==> config.mk <==
export PLATFORM = sky130hd
export DESIGN_NAME = mfap_cap_mem
export DESIGN_NICKNAME = d
export VERILOG_FILES = /design/src/hdl/mfap_cap_mem.sv
export SDC_FILE = /design/constraint.sdc
export NUM_CORES = 2
export LEC_CHECK = 0
export ABC_CLOCK_PERIOD_IN_PS = 2600
export BUFFER_PORTS_ARGS = -buffer_cell sky130_fd_sc_hd__buf_2
export CAP_MARGIN = 20
export CELL_PAD_IN_SITES_DETAIL_PLACEMENT = 0
export CELL_PAD_IN_SITES_GLOBAL_PLACEMENT = 2
export CORE_MARGIN = 2
export CORE_UTILIZATION = 46
export DETAILED_ROUTE_END_ITERATION = 12
export PLACE_DENSITY_LB_ADDON = 0.1
export SLEW_MARGIN = 20
export SYNTH_ARGS = -nofsm -noshare
export SYNTH_HDL_FRONTEND = slang
export SYNTH_MEMORY_MAX_BITS = 65536
export SYNTH_SLANG_ARGS = --single-unit
==> constraint.sdc <==
create_clock -name clk -period 2.6 [get_ports clk]
set_input_delay 0.52 -clock clk [delete_from_list [all_inputs] [get_ports clk]]
set_output_delay 0.52 -clock clk [all_outputs]
set_load 0.05 [all_outputs]
==> src/hdl/mfap_cap_mem.sv <==
`default_nettype none
// ----------------------------------------------------------------------------
// mfap_cap_mem
// residual capacity memory, one write and one registered read port
// ----------------------------------------------------------------------------
module mfap_cap_mem #(
  parameter int AW = 8,
  parameter int DW = 17
) (
  input  wire logic          clk,
  input  wire logic          we,
  input  wire logic [AW-1:0] waddr,
  input  wire logic [DW-1:0] wdata,
  input  wire logic [AW-1:0] raddr,
  output logic      [DW-1:0] rdata
);
  logic [DW-1:0] mem [2**AW];

  always_ff @(posedge clk) begin
    if (we) mem[waddr] <= wdata;
    rdata <= mem[raddr];
  end
endmodule
`default_nettype wire

-- Yosys cells after proc, flatten, opt, wreduce, memory -nomap -nowiden
Memory sizes are Yosys's and may differ from the RTL's. A register that Yosys moved wholly into a read port is not among the register bits.
Index checks and enable logic that the tools add are counted.
- output and inout port bits: 17
- latch bits: 0
- memory bits (writable): 4352
- logic and storage cells: 3
- memories kept: 1
- bits of input ports: 35
- memory bits (read-only): 0
- register bits after elaboration: 0
- memories (memory ; depth ; width ; read ports ; clocked after memory_dff ; write ports ; RTL line ; text):
    mem ; 256 ; 17 ; 1 ; 1 ; 1 ; 17 ; logic [DW-1:0] mem [2**AW];
- shift-type cells: 0
- divide/modulo/power cells: 0
- $add $sub $neg: 0
- $lt $le $gt $ge: 0
- bitwise gates (word level): 0
- multiplexer cells: 2
- multiply operators: 0
- eq/ne operators: 0
- reductions and logical operators: 0
- operators with widths (cell ; number):
    $mux W1 ; 2

-- Depth between registers and ports, before layout
- depth in word-level cells: 2
- gate-level depth with buffers: 13
- mapped depth without buffers: 7

-- Least setup slack after synthesis
Ideal clock, no wire load.
- path kind: input port to flip-flop
- start: in waddr[3]
- end: mem mem[235][0] (enable)
- setup slack: -0.128 ns
- arrival: 2.338 ns
- stages: 6
- required time: 2.209 ns
- path buffers: 3
- library setup time: 0.391 ns
- cells stage by stage: clkbuf_1 nor2b_1 clkbuf_1 nand4_1 clkbuf_1 nor2_1
- RTL lines (what ; RTL line ; text):
    start: declaration ; 12 ; input wire logic [AW-1:0] waddr,
    end: declaration ; 17 ;
No word-level cell before the write port.

==> flow_metrics.env <==
export IMPL_holdWs_ns=0.0296
export IMPL_ys_flop_type="edfxtp_1"
export IMPL_hp_class="primary input to register"
export IMPL_viasPerCell=6.10
export IMPL_cts_tree="done"
export IMPL_clk_latency_ns=0.99
export IMPL_cp_max_fo=23
export IMPL_via_count=87900
export IMPL_worst_slew_pin_slew_ns=0.959
export IMPL_dpl_hpwl_mm=328
export IMPL_drt_initial_drc_count=10700
export IMPL_period_minus_slack_ns=2.64
export IMPL_pwr_share_seq=0.519
export IMPL_nets=9218
export IMPL_gp_congestion=0.916
export IMPL_setup_violations_final=4
export IMPL_die_h_um=611
export IMPL_cts_clk_slew_worst_paths_ns=0.06
export IMPL_synthArstFlopShare=0
export IMPL_crit_chain="bufbuf_16 -> buf_12 -> buf_4 -> mux4_2 -> mux2i_1 -> o22ai_1 -> a211oi_1 -> a22o_1 -> buf_12 -> a2111oi_2"
export IMPL_ant_nets=0
export IMPL_cpPeakStageDelay_ns=0.52
export IMPL_avgRoutedWirePerCell_um=35.3
export IMPL_final_common_cell="edfxtp_1"
export IMPL_ys_warn_count=0
export IMPL_slew_headroom=0.361
export IMPL_crit_top_cell="buf_12"
export IMPL_worstPathRequired_ns=3.45
export IMPL_status="finished with violations"
export IMPL_synthesis_nets=7832
export IMPL_internal_power_mw=117
export IMPL_final_hold_violation_count=0
export IMPL_cts_sinks=4369
export IMPL_cap_violations=0
export IMPL_path_class="primary input to register"
export IMPL_period_share=1.01
export IMPL_violations="negative setup slack"
export IMPL_p_per_area_mw_per_mm2=739
export IMPL_cts_buffer_depth=4
export IMPL_drive_gt1_frac=0.338
export IMPL_clock_fmax_mhz=379
export IMPL_antenna_found_initial=40
export IMPL_fin_skew_ns=0.0499
export IMPL_endpoint_kind="register"
export IMPL_dr_pass1_iters=5
export IMPL_postSynthCellCount=7797
export IMPL_area_growth_pct=19.7
export IMPL_cts_root_buf="clkbuf_16"
export IMPL_numPortBuffers=51
export IMPL_core_area_sq_mm=0.368
export IMPL_drt_wl_total_mm=508
export IMPL_setup_tns_ns=-0.0788
export IMPL_switching_share=0.218
export IMPL_worst_path_buf_inv=4
export IMPL_grt_pass1_vias=87700
export IMPL_grt_pass1_wl_mm=702
export IMPL_clock_power_share=0.419
export IMPL_finalPower_mw=150
export IMPL_rows=223
export IMPL_worst_slack_ns=-0.0380
export IMPL_place_inst=13600
export IMPL_grt_overflow=0
export IMPL_seq_area_frac_synth=0.772
export IMPL_rsz0062_at_grt="false"
export IMPL_leakagePower_nw=66.1
export IMPL_synth_avg_cell_area_sq_um=21.8
export IMPL_io_pins=52
export IMPL_cts_buffers=448
export IMPL_htree_levels=5
export IMPL_synth_edf_count=4352
export IMPL_grt_max_degree=91
export IMPL_slew_viol_final=0
export IMPL_die_area_sq_mm=0.374
export IMPL_ir_worst_vdd_v=0.000580
export IMPL_cpMaxStageDelayCell="mux4_2"
export IMPL_grt_total_usage=0.271
export IMPL_pwr_share_comb=0.062
export IMPL_synth_seq_cells=4369
export IMPL_start_kind="primary input"
export IMPL_synth_area_sq_mm=0.170
export IMPL_final_cell_mix="edfxtp_1 (4352), buf_4 (945), mux4_2 (898), mux2i_1 (509), clkbuf_16 (457)"
export IMPL_crit_family="buffers and inverters"
export IMPL_power_switching_mw=32.6
export IMPL_chipWidth_um=611
export IMPL_crit_arrival_ns=3.49
export IMPL_postLayoutCoreUtil=0.552
export IMPL_fin_cells=14400
export IMPL_ys_types=74
export IMPL_start_util=0.461
export IMPL_drc=0
worst reg2reg max path, cell delays in order (launching register included):
cell      delay [ns]
edfxtp_1        0.38
mux4_1          0.52
mux4_2          0.55
a22o_1          0.33
a31oi_4         0.33
a22oi_2         0.18
and3_1          0.22
power groups by stage:
stage / clock network [mW] / registers [mW] / logic (mW)
after floorplan: 0 / 79.4 / 3.95
after global placement: 0 / 79.3 / 9.05
after detailed placement: 0 / 79.3 / 9.14
after CTS: 63.9 / 77.8 / 9.26
after global routing: 66.5 / 77.8 / 9.62
final: 62.9 / 77.8 / 9.26
cell type report:
class                           count  area (sq um)
Sequential cell                  4369        131000
Inverter                            5          32.5
Tap cell                         4837          6050
Antenna cell                       35          87.6
Clock inverter                    248          2340
Multi-Input combinational cell   2957         36000
Clock buffer                      559         11900
Fill cell                       27900        165000
Timing Repair Buffer             1402         15600
registers in the layout, summed over array words and instances, names as in the netlist:
register  count
rdata        17
mem        4352
what timing repair did:
item,4_1_cts,5_1_grt
hold buffers,14,0
cloned,1,0
buffers inserted,0,5
pin swaps,4,7
setup endpoints to repair,18,11
endpoints found under the hold margin,320,0
resized for setup,51,23
kinds of logic after synthesis:
kind of cell | count (synthesis) | share of synthesized area
compound gates | 649 | 0.0271
simple gates | 836 | 0.0219
buf+inv | 471 | 0.0214
mux | 1472 | 0.158
flops | 4369 | 0.772
final timing paths:
kind | depth (start not counted) | slack, ns | startpoint | to
max | 10 | -0.04 | raddr[0] | rdata[10]$_DFF_P_
min | 1 | 0.03 | wdata[10] | mem[215][10]$_DFFE_PP_
max reg2reg | 6 | -0.01 | mem[25][1]$_DFFE_PP_ | rdata[1]$_DFF_P_
min reg2reg | 5 | 1.10 | mem[36][15]$_DFFE_PP_ | rdata[15]$_DFF_P_
synth_stat cells (30+ instances only):
master,number,area (sq um)
edfxtp_1,4352,131000
mux4_2,897,20200
mux2i_1,509,5090
nor2_1,333,1250
nand2_1,216,811
o22ai_1,186,1160
clkbuf_1,150,563
o221ai_1,134,1170
nor3_1,109,546
a21oi_1,108,541
buf_2,95,475
nand3_1,65,325
buf_6,57,642
mux4_1,46,1210
buf_12,44,881
o21ai_0,42,210
buf_1,38,143
buf_4,37,278
a22oi_1,33,248
buf_8,30,450
through the flow:
step           area [sq um]  setup slack [ns]
2_1_floorplan        170000            -0.128
3_3_place_gp         188000             -1.55
3_5_place_dp         188000             -1.57
4_1_cts              203000           0.00105
5_1_grt              203000          0.000830
6_report             203000           -0.0380
layer usage:
metal	global-route usage	up-vias	wire length [um]
met1	0.400	47600	217000
li1	-	35900	-
met4	0.0747	14	15100
met3	0.0478	660	41100
met2	0.417	3723	235000
met5	0	-	91
Power figures use the tool's default switching activity.
